**src/hdl/rdc_pkg.sv**
```systemverilog
// ----------------------------------------------------------------------------
// rdc_pkg: shared constants and types of the radix digit converter
// Widths of the value, the digit store and the divider control records.
// ----------------------------------------------------------------------------
package rdc_pkg;

  localparam int VALUE_BITS  = 31;
  localparam int FIELD_W     = 31;
  localparam int DIGIT_W     = 31;
  localparam int STACK_DEPTH = VALUE_BITS;
  localparam int ADDR_W      = $clog2(STACK_DEPTH);
  localparam int CNT_W       = $clog2(STACK_DEPTH + 1);
  localparam int STEP_W      = $clog2(VALUE_BITS + 1);

  typedef struct packed {
    logic                  start;
    logic [VALUE_BITS-1:0] dividend;
    logic [DIGIT_W-1:0]    divisor;
  } div_req_t;

  typedef struct packed {
    logic                  busy;
    logic                  done;
    logic [VALUE_BITS-1:0] quotient;
    logic [DIGIT_W-1:0]    remainder;
  } div_stat_t;

endpackage

```
**src/hdl/rdc_if.sv**
```systemverilog
// ----------------------------------------------------------------------------
// rdc_item_if / rdc_result_if: valid-ready channels of the converter
// Input word carries value and base; result word carries one digit and flags.
// ----------------------------------------------------------------------------
interface rdc_item_if;
  logic                        valid;
  logic                        ready;
  logic [rdc_pkg::FIELD_W-1:0] value;
  logic [rdc_pkg::FIELD_W-1:0] base;

  modport source (output valid, output value, output base, input ready);
  modport sink (input valid, input value, input base, output ready);
endinterface

interface rdc_result_if;
  logic                        valid;
  logic                        ready;
  logic [rdc_pkg::DIGIT_W-1:0] digit;
  logic                        last;
  logic                        empty_value;
  logic                        bad_base;

  modport source (output valid, output digit, output last, output empty_value,
                  output bad_base, input ready);
  modport sink (input valid, input digit, input last, input empty_value,
                input bad_base, output ready);
endinterface

```
**src/hdl/rdc_divider.sv**
```systemverilog
// ----------------------------------------------------------------------------
// rdc_divider: bit-serial restoring divider
// One quotient bit per cycle; done pulses after VALUE_BITS steps.
// ----------------------------------------------------------------------------
module rdc_divider (
  input  logic              clk,
  input  logic              rst,
  input  rdc_pkg::div_req_t req,
  output rdc_pkg::div_stat_t stat
);

  logic [rdc_pkg::VALUE_BITS-1:0] quo;
  logic [rdc_pkg::DIGIT_W-1:0]    rem;
  logic [rdc_pkg::DIGIT_W-1:0]    dvs;
  logic [rdc_pkg::STEP_W-1:0]     cnt;
  logic                           busy;
  logic                           done;

  logic [rdc_pkg::DIGIT_W:0]      trial;
  logic [rdc_pkg::DIGIT_W+1:0]    diff;
  logic                           ge;

  assign trial = {rem, quo[rdc_pkg::VALUE_BITS-1]};
  assign diff  = {1'b0, trial} - {2'b00, dvs};
  assign ge    = ~diff[rdc_pkg::DIGIT_W+1];

  always_ff @(posedge clk) begin
    if (rst) begin
      busy <= 1'b0;
      done <= 1'b0;
      cnt  <= '0;
    end else begin
      done <= 1'b0;
      if (req.start) begin
        busy <= 1'b1;
        cnt  <= rdc_pkg::STEP_W'(rdc_pkg::VALUE_BITS);
      end else if (busy) begin
        cnt <= cnt - 1'b1;
        if (cnt == rdc_pkg::STEP_W'(1)) begin
          busy <= 1'b0;
          done <= 1'b1;
        end
      end
    end
  end

  always_ff @(posedge clk) begin
    if (req.start) begin
      quo <= req.dividend;
      rem <= '0;
      dvs <= req.divisor;
    end else if (busy) begin
      // shift in the next dividend bit, subtract when it fits
      quo <= {quo[rdc_pkg::VALUE_BITS-2:0], ge};
      rem <= ge ? diff[rdc_pkg::DIGIT_W-1:0] : trial[rdc_pkg::DIGIT_W-1:0];
    end
  end

  assign stat.busy      = busy;
  assign stat.done      = done;
  assign stat.quotient  = quo;
  assign stat.remainder = rem;

endmodule

```
**src/hdl/rdc_stack.sv**
```systemverilog
// ----------------------------------------------------------------------------
// rdc_stack: digit store of the converter
// One write port and one registered read port over a small memory.
// ----------------------------------------------------------------------------
module rdc_stack (
  input  logic                        clk,
  input  logic                        wr_en,
  input  logic [rdc_pkg::ADDR_W-1:0]  wr_addr,
  input  logic [rdc_pkg::DIGIT_W-1:0] wr_data,
  input  logic                        rd_en,
  input  logic [rdc_pkg::ADDR_W-1:0]  rd_addr,
  output logic [rdc_pkg::DIGIT_W-1:0] rd_data
);

  logic [rdc_pkg::DIGIT_W-1:0] mem [rdc_pkg::STACK_DEPTH];

  always_ff @(posedge clk) begin
    if (wr_en) begin
      mem[wr_addr] <= wr_data;
    end
  end

  always_ff @(posedge clk) begin
    if (rd_en) begin
      rd_data <= mem[rd_addr];
    end
  end

endmodule

```
**src/hdl/radix_digit_converter.sv**
```systemverilog
// ----------------------------------------------------------------------------
// radix_digit_converter: integer to radix digits, most significant first
// Sequence: the value is divided by the base until the quotient is zero, each
//   remainder pushed to the digit store; then each digit is read (S_READ) and
//   emitted (S_EMIT), waiting in S_EMIT while the output is held.
// Throughput: one input word at a time; a new word is taken only in S_IDLE.
// Zero value or base below 2: one flagged result, the next cycle.
// Reset: synchronous, clears the sequencer, divider, stack pointer and output.
// ----------------------------------------------------------------------------
module radix_digit_converter (
  input  logic          clk,
  input  logic          rst,
  rdc_item_if.sink      item,
  rdc_result_if.source  result
);

  typedef enum logic [3:0] {
    S_IDLE = 4'b0001,
    S_DIV  = 4'b0010,
    S_READ = 4'b0100,
    S_EMIT = 4'b1000
  } state_t;

  state_t state, state_next;

  logic [rdc_pkg::CNT_W-1:0]   sp, sp_next;
  rdc_pkg::div_req_t           div_req;
  rdc_pkg::div_stat_t          div_stat;
  logic                        wr_en;
  logic                        rd_en;
  logic [rdc_pkg::CNT_W-1:0]   rd_ptr;
  logic [rdc_pkg::DIGIT_W-1:0] rd_data;

  logic                        out_valid, out_valid_next;
  logic [rdc_pkg::DIGIT_W-1:0] out_digit, out_digit_next;
  logic                        out_last, out_last_next;
  logic                        out_empty, out_empty_next;
  logic                        out_bad, out_bad_next;

  logic                        out_free;
  logic                        accept;
  logic [rdc_pkg::VALUE_BITS-1:0] value_in;
  logic [rdc_pkg::DIGIT_W-1:0]    base_in;
  logic [rdc_pkg::DIGIT_W-1:0]    base_reg;

  assign out_free   = ~out_valid | result.ready;
  assign item.ready = (state == S_IDLE) & out_free;
  assign accept     = item.valid & item.ready;
  assign value_in   = rdc_pkg::VALUE_BITS'(item.value);
  assign base_in    = rdc_pkg::DIGIT_W'(item.base);
  assign rd_ptr     = sp - 1'b1;

  always_comb begin
    state_next     = state;
    sp_next        = sp;
    div_req.start    = 1'b0;
    div_req.dividend = value_in;
    div_req.divisor  = base_in;
    wr_en          = 1'b0;
    rd_en          = 1'b0;
    out_valid_next = out_valid & ~result.ready;
    out_digit_next = out_digit;
    out_last_next  = out_last;
    out_empty_next = out_empty;
    out_bad_next   = out_bad;

    unique case (state)
      S_IDLE: begin
        if (accept) begin
          sp_next = '0;
          if (base_in < rdc_pkg::DIGIT_W'(2)) begin
            out_valid_next = 1'b1;
            out_digit_next = '0;
            out_last_next  = 1'b1;
            out_empty_next = 1'b0;
            out_bad_next   = 1'b1;
          end else if (value_in == '0) begin
            out_valid_next = 1'b1;
            out_digit_next = '0;
            out_last_next  = 1'b1;
            out_empty_next = 1'b1;
            out_bad_next   = 1'b0;
          end else begin
            div_req.start = 1'b1;
            state_next    = S_DIV;
          end
        end
      end
      S_DIV: begin
        div_req.dividend = div_stat.quotient;
        div_req.divisor  = base_reg;
        if (div_stat.done) begin
          // push the remainder, divide again until the quotient runs out
          wr_en   = 1'b1;
          sp_next = sp + 1'b1;
          if (div_stat.quotient == '0) begin
            state_next = S_READ;
          end else begin
            div_req.start = 1'b1;
          end
        end
      end
      S_READ: begin
        rd_en      = 1'b1;
        sp_next    = rd_ptr;
        state_next = S_EMIT;
      end
      S_EMIT: begin
        if (out_free) begin
          out_valid_next = 1'b1;
          out_digit_next = rd_data;
          out_last_next  = (sp == '0);
          out_empty_next = 1'b0;
          out_bad_next   = 1'b0;
          state_next     = (sp == '0) ? S_IDLE : S_READ;
        end
      end
      default: begin
        state_next = S_IDLE;
      end
    endcase
  end

  always_ff @(posedge clk) begin
    if (rst) begin
      state     <= S_IDLE;
      sp        <= '0;
      out_valid <= 1'b0;
    end else begin
      state     <= state_next;
      sp        <= sp_next;
      out_valid <= out_valid_next;
    end
  end

  always_ff @(posedge clk) begin
    out_digit <= out_digit_next;
    out_last  <= out_last_next;
    out_empty <= out_empty_next;
    out_bad   <= out_bad_next;
  end

  // hold the base for every division of this word
  always_ff @(posedge clk) begin
    if (accept) begin
      base_reg <= base_in;
    end
  end

  rdc_divider u_divider (
    .clk  (clk),
    .rst  (rst),
    .req  (div_req),
    .stat (div_stat)
  );

  rdc_stack u_stack (
    .clk     (clk),
    .wr_en   (wr_en),
    .wr_addr (sp[rdc_pkg::ADDR_W-1:0]),
    .wr_data (div_stat.remainder),
    .rd_en   (rd_en),
    .rd_addr (rd_ptr[rdc_pkg::ADDR_W-1:0]),
    .rd_data (rd_data)
  );

  assign result.valid       = out_valid;
  assign result.digit       = out_digit;
  assign result.last        = out_last;
  assign result.empty_value = out_empty;
  assign result.bad_base    = out_bad;

  a_sp_bound: assert property (@(posedge clk) disable iff (rst)
    sp <= rdc_pkg::CNT_W'(rdc_pkg::STACK_DEPTH))
    else $error("digit stack pointer beyond depth");

  a_done_in_div: assert property (@(posedge clk) disable iff (rst)
    div_stat.done |-> state == S_DIV)
    else $error("divider finished outside the divide phase");

  a_flag_last: assert property (@(posedge clk) disable iff (rst)
    result.valid && (result.bad_base || result.empty_value) |-> result.last)
    else $error("flagged result not marked last");

  a_no_push_full: assert property (@(posedge clk) disable iff (rst)
    wr_en |-> sp < rdc_pkg::CNT_W'(rdc_pkg::STACK_DEPTH))
    else $error("push into a full digit stack");

endmodule

```
**src/flat_wrapper.sv**
```systemverilog
// flat-port wrapper written by rule: the top's interface ports become plain ports
module radix_digit_converter_flat 
  (clk, rst, item_valid, item_value, item_base, item_ready, result_valid, result_digit, result_last, result_empty_value, result_bad_base, result_ready);
  rdc_item_if item_i ();
  rdc_result_if result_i ();
  input  logic clk;
  input  logic rst;
  input wire logic [$bits(item_i.valid)-1:0] item_valid;
  input wire logic [$bits(item_i.value)-1:0] item_value;
  input wire logic [$bits(item_i.base)-1:0] item_base;
  output wire logic [$bits(item_i.ready)-1:0] item_ready;
  output wire logic [$bits(result_i.valid)-1:0] result_valid;
  output wire logic [$bits(result_i.digit)-1:0] result_digit;
  output wire logic [$bits(result_i.last)-1:0] result_last;
  output wire logic [$bits(result_i.empty_value)-1:0] result_empty_value;
  output wire logic [$bits(result_i.bad_base)-1:0] result_bad_base;
  input wire logic [$bits(result_i.ready)-1:0] result_ready;
  assign item_i.valid = item_valid;
  assign item_i.value = item_value;
  assign item_i.base = item_base;
  assign item_ready = item_i.ready;
  assign result_valid = result_i.valid;
  assign result_digit = result_i.digit;
  assign result_last = result_i.last;
  assign result_empty_value = result_i.empty_value;
  assign result_bad_base = result_i.bad_base;
  assign result_i.ready = result_ready;
  radix_digit_converter u_core (.clk(clk), .rst(rst), .item(item_i), .result(result_i));
endmodule
```
**config.mk**
```make
export PLATFORM = sky130hd
export DESIGN_NAME = radix_digit_converter_flat
export DESIGN_NICKNAME = d
export VERILOG_FILES = /design/src/hdl/rdc_pkg.sv /design/src/hdl/rdc_if.sv /design/src/hdl/rdc_divider.sv /design/src/hdl/rdc_stack.sv /design/src/hdl/radix_digit_converter.sv /design/src/flat_wrapper.sv
export SDC_FILE = /design/constraint.sdc
export NUM_CORES = 1
export LEC_CHECK = 0
export ABC_AREA = 1
export BUFFER_PORTS_ARGS = -buffer_cell sky130_fd_sc_hd__buf_2
export CELL_PAD_IN_SITES_DETAIL_PLACEMENT = 1
export CELL_PAD_IN_SITES_GLOBAL_PLACEMENT = 1
export CORE_ASPECT_RATIO = 0.75
export CORE_MARGIN = 5
export CORE_UTILIZATION = 55
export CTS_CLUSTER_DIAMETER = 200
export DETAILED_ROUTE_END_ITERATION = 10
export PLACE_DENSITY_LB_ADDON = 0.1
export RECOVER_POWER = 25
export SETUP_SLACK_MARGIN = 0.15
export SLEW_MARGIN = 20
export SYNTH_ARGS = -nofsm -noshare
export SYNTH_HDL_FRONTEND = slang
export SYNTH_SLANG_ARGS = --single-unit
```
**constraint.sdc**
```tcl
create_clock -name clk -period 7.3 [get_ports clk]
set_clock_uncertainty 0.05 [all_clocks]
set_input_delay 1.46 -clock clk [delete_from_list [all_inputs] [get_ports clk]]
set_output_delay 1.46 -clock clk [all_outputs]
set_load 0.03 [all_outputs]
```
==> impl_metrics.tcl, run 1 <==
set metrics [dict create \
    status "finished, violations left" \
    violations "capacitance limit, slew limit" \
    synth_top_family_by_area "simple AND/OR/NAND/NOR gates" \
    overflow 0 \
    cp.arrival_ps 4970 \
    tns_ps 0 \
    netlist.area_leader.share 0.692 \
    place_congestion 0.819 \
    cts_resized 0 \
    grt_max_degree 217 \
    dp_hpwl_um 80600 \
    layout_commonest_cell "edfxtp_1" \
    tightest_slew_ps 1820 \
    num_vias 33884 \
    slowest_delay_ps 800 \
    synth_mux_area_frac 0 \
    cp_cell_sequence "buf_4 > buf_12 > buf_4 > o21ai_0 > o22ai_1 > o21ai_1 > o21ai_1 > nand2_1 > nand2_1" \
    cts_root_buf "clkbuf_16" \
    min_period_ps 4460 \
    synth_ff_type "edfxtp_1" \
    grt_usage 0.311 \
    die-area_um2 94400 \
    antenna_found_initial 2 \
    synth_top_area_cell "edfxtp_1" \
    largest_register_ffs 961 \
    fp.dieW_um 353 \
    crit_type "reg -> reg" \
    fin_crit_sh 0.611 \
    synth_warnings 0 \
    yosys-top-cells-area "edfxtp_1 69%, nor2_1 5.6%, nand2_1 5.0%" \
    async_flop_share 0 \
    antenna_left 0 \
    synth_compound_gate_area_share 0.106 \
    clk_latency_ps 710 \
    p_leak_nw 18.3 \
    netlist_area_um2 48500 \
    fmax_ghz 0.224 \
    fin_util 0.616 \
    path_clk_slew_ps 60 \
    yosys_register_bits 1167 \
    drtIter0Drc 4049 \
    regMostFlops "u_core.u_stack.mem" \
    core_area_um2 87600 \
    wirelength_um 148000 \
    final_cell_mix "1,119 x edfxtp_1, 687 x nor2_1, 649 x nand2_1, 483 x o21ai_0, 235 x inv_1" \
    synthAdderAreaFrac 0.0102 \
    final_nets 4313 \
    num_io_pins 102 \
    grt_pass1_wl_um 220000 \
    post_cts_buffers 0 \
    fillerInstances 8758 \
    clock_path_buffers 3 \
    endpoint_kind "flop" \
    start_kind "flop" \
    hold_path_class "reg -> reg" \
    hold_buffers 0 \
    setup_viol 0 \
    viasPerCell 6.21 \
    synth_xor_area_frac 0.00356 \
    firstDrtPassIters 5 \
    synth-edff-count 1119 \
    final_max_slew_viol_count 617 \
    route.detailed.drc 0 \
    maxCapViolations 18 \
    io_buffers 101 \
    ir_worst_vdd_mv 0.566 \
    syn_nets 4247 \
    grt_pass1_vias 35016 \
    synthSimpleGateAreaFrac 0.126 \
    power.density_nw_per_um2 403 \
    rsz0062_at_grt "no" \
    cts_tree "built" \
    worstPathMaxFanout 216 \
    cp_slowest_cell "buf_4" \
    cts_sinks 1167 \
    num_antenna_cells 0 \
    ys_types 44 \
    slew_headroom -0.213 \
    cts_buffers 111 \
    synthCells 4142 \
    drive_gt1_frac 0.0955 \
    synth_area_per_cell_um2 11.7 \
    worstPathRequired_ps 7810 \
    die_h_um 267 \
    cts_htree_levels 3 \
    rows 94 \
    avgRoutedWirePerCell_um 27.1 \
    yosysSeqAreaShare 0.712 \
    start_util 0.554 \
    hold_viol 0 \
    area_growth_pct 11.2 \
]
==> metrics by stage <==
step                      total power, mW  setup slack [ps]  instance area, um2  hold WS [ps]  instances
after floorplan                      13.2              3000               48500           403       4142
after global placement               15.6              2490               50500           415       5247
after detailed placement             15.9              2290               50500           428       5247
after CTS                            21.8              2950               54100           444       5454
after global routing                 22.8              2570               54000           475       5454
final                                21.8              2840               54000           445       5454
==> routing by layer <==
metal | share of wire | vias to the layer above | global-route usage
met5 | 0.000088 | - | 0
met4 | 0.030 | 2 | 0.0921
met3 | 0.085 | 300 | 0.0580
met2 | 0.47 | 1558 | 0.507
met1 | 0.42 | 17160 | 0.434
li1 | - | 14864 | -
==> report_power, final <==
| part | internal, mW | switching [mW] | leakage [nW] | total (mW) |
|---|---|---|---|---|
| sequential | 7.82 | 0.174 | 9.76 | 7.99 |
| combinational | 2.06 | 5.92 | 6.77 | 7.98 |
| clock | 3.21 | 2.57 | 1.76 | 5.78 |
==> Yosys cell counts (all sizes together) (2+ instances only) <==
cell and count:
dfxtp 48, nor3 7, nand3 151, o211ai 31, o21ai 595, xor2 6, nor2 723, a21oi 27
edfxtp 1119, or2 2, nand2 656, o221ai 154, nand4 8, a21o 2, inv 255, o22ai 65
a31oi 3, clkbuf 128, xnor2 12, buf 105, ha 38
==> cells by family after synthesis <==
group,after synthesis
simple gates,1549
flops,1167
compound gates,880
buf+inv,489
fa+ha+maj,39
xor+xnor,18
==> critical path, delay by kind of cell, from the launching register on <==
family | cells | cell delay [ps]
buf+inv | 3 | 2150
simple gates | 2 | 180
compound gates | 4 | 800
flops | 1 | 730
==> path summary, 6_finish.rpt <==
path	start	endpoint	slack (ps)	cells past startpoint
setup / recovery	u_core.sp[0]	u_core.u_stack.rd_data[30]	2840	9
setup reg to reg	u_core.sp[0]	u_core.u_stack.rd_data[30]	2840	9
hold / removal	u_core.u_divider.cnt[1]	u_core.u_divider.cnt[1]	450	2
hold reg to reg	u_core.u_divider.cnt[1]	u_core.u_divider.cnt[1]	450	2
==> layout make-up <==
type	instances	area, um2	share of cell area
Clock buffer	140	2970	0.0550
Timing Repair Buffer	186	1130	0.0209
Sequential cell	1167	34600	0.640
Tap cell	1152	1440	0.0267
Inverter	256	981	0.0182
Clock inverter	67	633	0.0117
Multi-Input combinational cell	2486	12300	0.227
Power figures use the tool's default switching activity.
==> inputs of run 2 (changes only) <==
--- a/config.mk
+++ b/config.mk
@@ -11,7 +11,7 @@
 export CELL_PAD_IN_SITES_GLOBAL_PLACEMENT = 1
 export CORE_ASPECT_RATIO = 0.75
 export CORE_MARGIN = 5
-export CORE_UTILIZATION = 55
+export CORE_UTILIZATION = 51
 export CTS_CLUSTER_DIAMETER = 200
 export DETAILED_ROUTE_END_ITERATION = 10
 export PLACE_DENSITY_LB_ADDON = 0.1
==> constraint.sdc (replaced) <==
create_clock -name clk -period 4.2 [get_ports clk]
set_clock_uncertainty 0.05 [all_clocks]
set_input_delay 0.84 -clock clk [delete_from_list [all_inputs] [get_ports clk]]
set_output_delay 0.84 -clock clk [all_outputs]
set_load 0.03 [all_outputs]
==> impl_metrics.tcl, run 2 (synthesis gave the netlist of run 1 again) <==
set metrics [dict create \
    wirelength_um 143000 \
    cp_slowest_cell "clkbuf_1" \
    antenna_found_initial 3 \
    core_area_um2 94900 \
    comb_power_share 0.374 \
    violations "capacitance limit, slew limit" \
    grt_usage 0.278 \
    cts_htree_levels 3 \
    fillerInstances 9712 \
    tns_ps 0 \
    final_nets 4333 \
    num_vias 33332 \
    num_io_pins 102 \
    overflow 0 \
    slew_headroom -0.203 \
    placed_cell_area_um2 50800 \
    hold_buffers 0 \
    area_growth_pct 11.6 \
    cts_sinks 1167 \
    cp_cell_sequence "clkbuf_1 > ha_1 > nand3_1 > nand3_1 > nand3_1 > nand3_1 > nand2_1 > nand2_1 > nand2_1 > nand3_1 > nand2_1 > nand2_1" \
    cp.arrival_ps 4080 \
    regMostFlops "u_core.u_stack.mem" \
    fmax_ghz 0.285 \
    fin_util 0.571 \
    setup_viol 0 \
    path_clk_slew_ps 60 \
    p_leak_nw 18.3 \
    clock_path_buffers 3 \
    final_cell_area_um2 54200 \
    clk_latency_ps 720 \
    cts_resized 0 \
    min_period_ps 3510 \
    firstDrtPassIters 5 \
    seq_power_share 0.368 \
    tightest_slew_ps 1800 \
    power.density_nw_per_um2 693 \
    fin_crit_sh 0.835 \
    final_max_slew_viol_count 512 \
    io_buffers 101 \
    endpoint_kind "flop" \
    crit_type "reg -> reg" \
    avgRoutedWirePerCell_um 25.8 \
    grt_pass1_wl_um 215000 \
    drtIter0Drc 3480 \
    cts_buffers 113 \
    dp_hpwl_um 81500 \
    route.detailed.drc 0 \
    cts_tree "built" \
    fp.dieW_um 366 \
    internal-power_mw 22.6 \
    slowest_delay_ps 1200 \
    fin_total_pwr_mw 37.5 \
    start_util 0.512 \
    status "finished, violations left" \
    swShare 0.398 \
    worstPathRequired_ps 4770 \
    rows 98 \
    antenna_left 0 \
    whs_ps 256 \
    final_cell_mix "1,119 x edfxtp_1, 687 x nor2_1, 649 x nand2_1, 483 x o21ai_0, 235 x inv_1" \
    worstPathMaxFanout 34 \
    p_switching_mw 14.9 \
    ir_worst_vdd_mv 1.03 \
    rsz0062_at_grt "no" \
    cts_root_buf "clkbuf_16" \
    post_cts_buffers 0 \
    die_h_um 277 \
    maxCapViolations 15 \
    power_frac_clock 0.258 \
    layout_commonest_cell "edfxtp_1" \
    place_congestion 0.824 \
    grt_pass1_vias 34420 \
    viasPerCell 5.99 \
    hold_path_class "in -> reg" \
    start_kind "flop" \
    hold_viol 0 \
    largest_register_ffs 961 \
    drive_gt1_frac 0.0881 \
    grt_max_degree 216 \
    die-area_um2 102000 \
]
run 2: cell count changes in the layout (fill, tap and decap cells not counted), sizes merged:
cell | before | now
buf | 165 | 160
clkinvlp | 6 | 2
diode | 0 | 1
clkbuf | 161 | 189
inv | 262 | 258
bufinv | 9 | 5
run 2: stage by stage:
| step | worst slack [ps] | instances |
|---|---|---|
| detailed placement | 814 | 5363 |
| CTS | 790 | 5563 |
| global route | 440 | 5563 |
| floorplan | 517 | 4142 |
| global placement | 911 | 5363 |
| finish | 691 | 5564 |
run 2: power groups by stage:
| stage | registers (mW) | clock network, mW | logic [mW] |
|---|---|---|---|
| floorplan | 14.3 | 0 | 8.62 |
| global route | 13.9 | 10.3 | 15.2 |
| finish | 13.8 | 9.68 | 14.0 |
| global placement | 14.0 | 0 | 13.5 |
| CTS | 13.8 | 9.83 | 14.0 |
| detailed placement | 14.0 | 0 | 13.9 |
run 2: area by class of cell:
class / instances / area, um2 / share of cell area
Timing Repair Buffer: 204 / 1370 / 0.0252
Inverter: 256 / 981 / 0.0181
Tap cell: 1250 / 1560 / 0.0289
Clock inverter: 55 / 420 / 0.00776
Multi-Input combinational cell: 2486 / 12300 / 0.227
Clock buffer: 145 / 2990 / 0.0552
Sequential cell: 1167 / 34600 / 0.638
Antenna cell: 1 / 2.50 / 0.0000462
run 2: routing by layer:
metal / global-route usage / vias to the layer above / part of all wire
met5: 0 / - / 0
met4: 0.0663 / 0 / 0.022
met1: 0.408 / 17079 / 0.45
li1: - / 14903 / -
met2: 0.444 / 1142 / 0.46
met3: 0.0406 / 208 / 0.063
run 2: critical path, delay by kind of cell (launching register included):
family | cells | cell delay [ps]
flops | 1 | 350
fa+ha+maj | 1 | 460
buf+inv | 1 | 1200
simple gates | 10 | 1350
run 2: path summary, 6_finish.rpt:
path | startpoint | endpoint | slack (ps) | cells past startpoint
max | u_core.u_divider.rem[0] | u_core.u_divider.rem[27] | 690 | 12
min | item_base[29] | u_core.base_reg[29] | 260 | 1
max reg2reg | u_core.u_divider.rem[0] | u_core.u_divider.rem[27] | 690 | 12
min reg2reg | u_core.u_divider.cnt[0] | u_core.u_divider.cnt[0] | 470 | 2
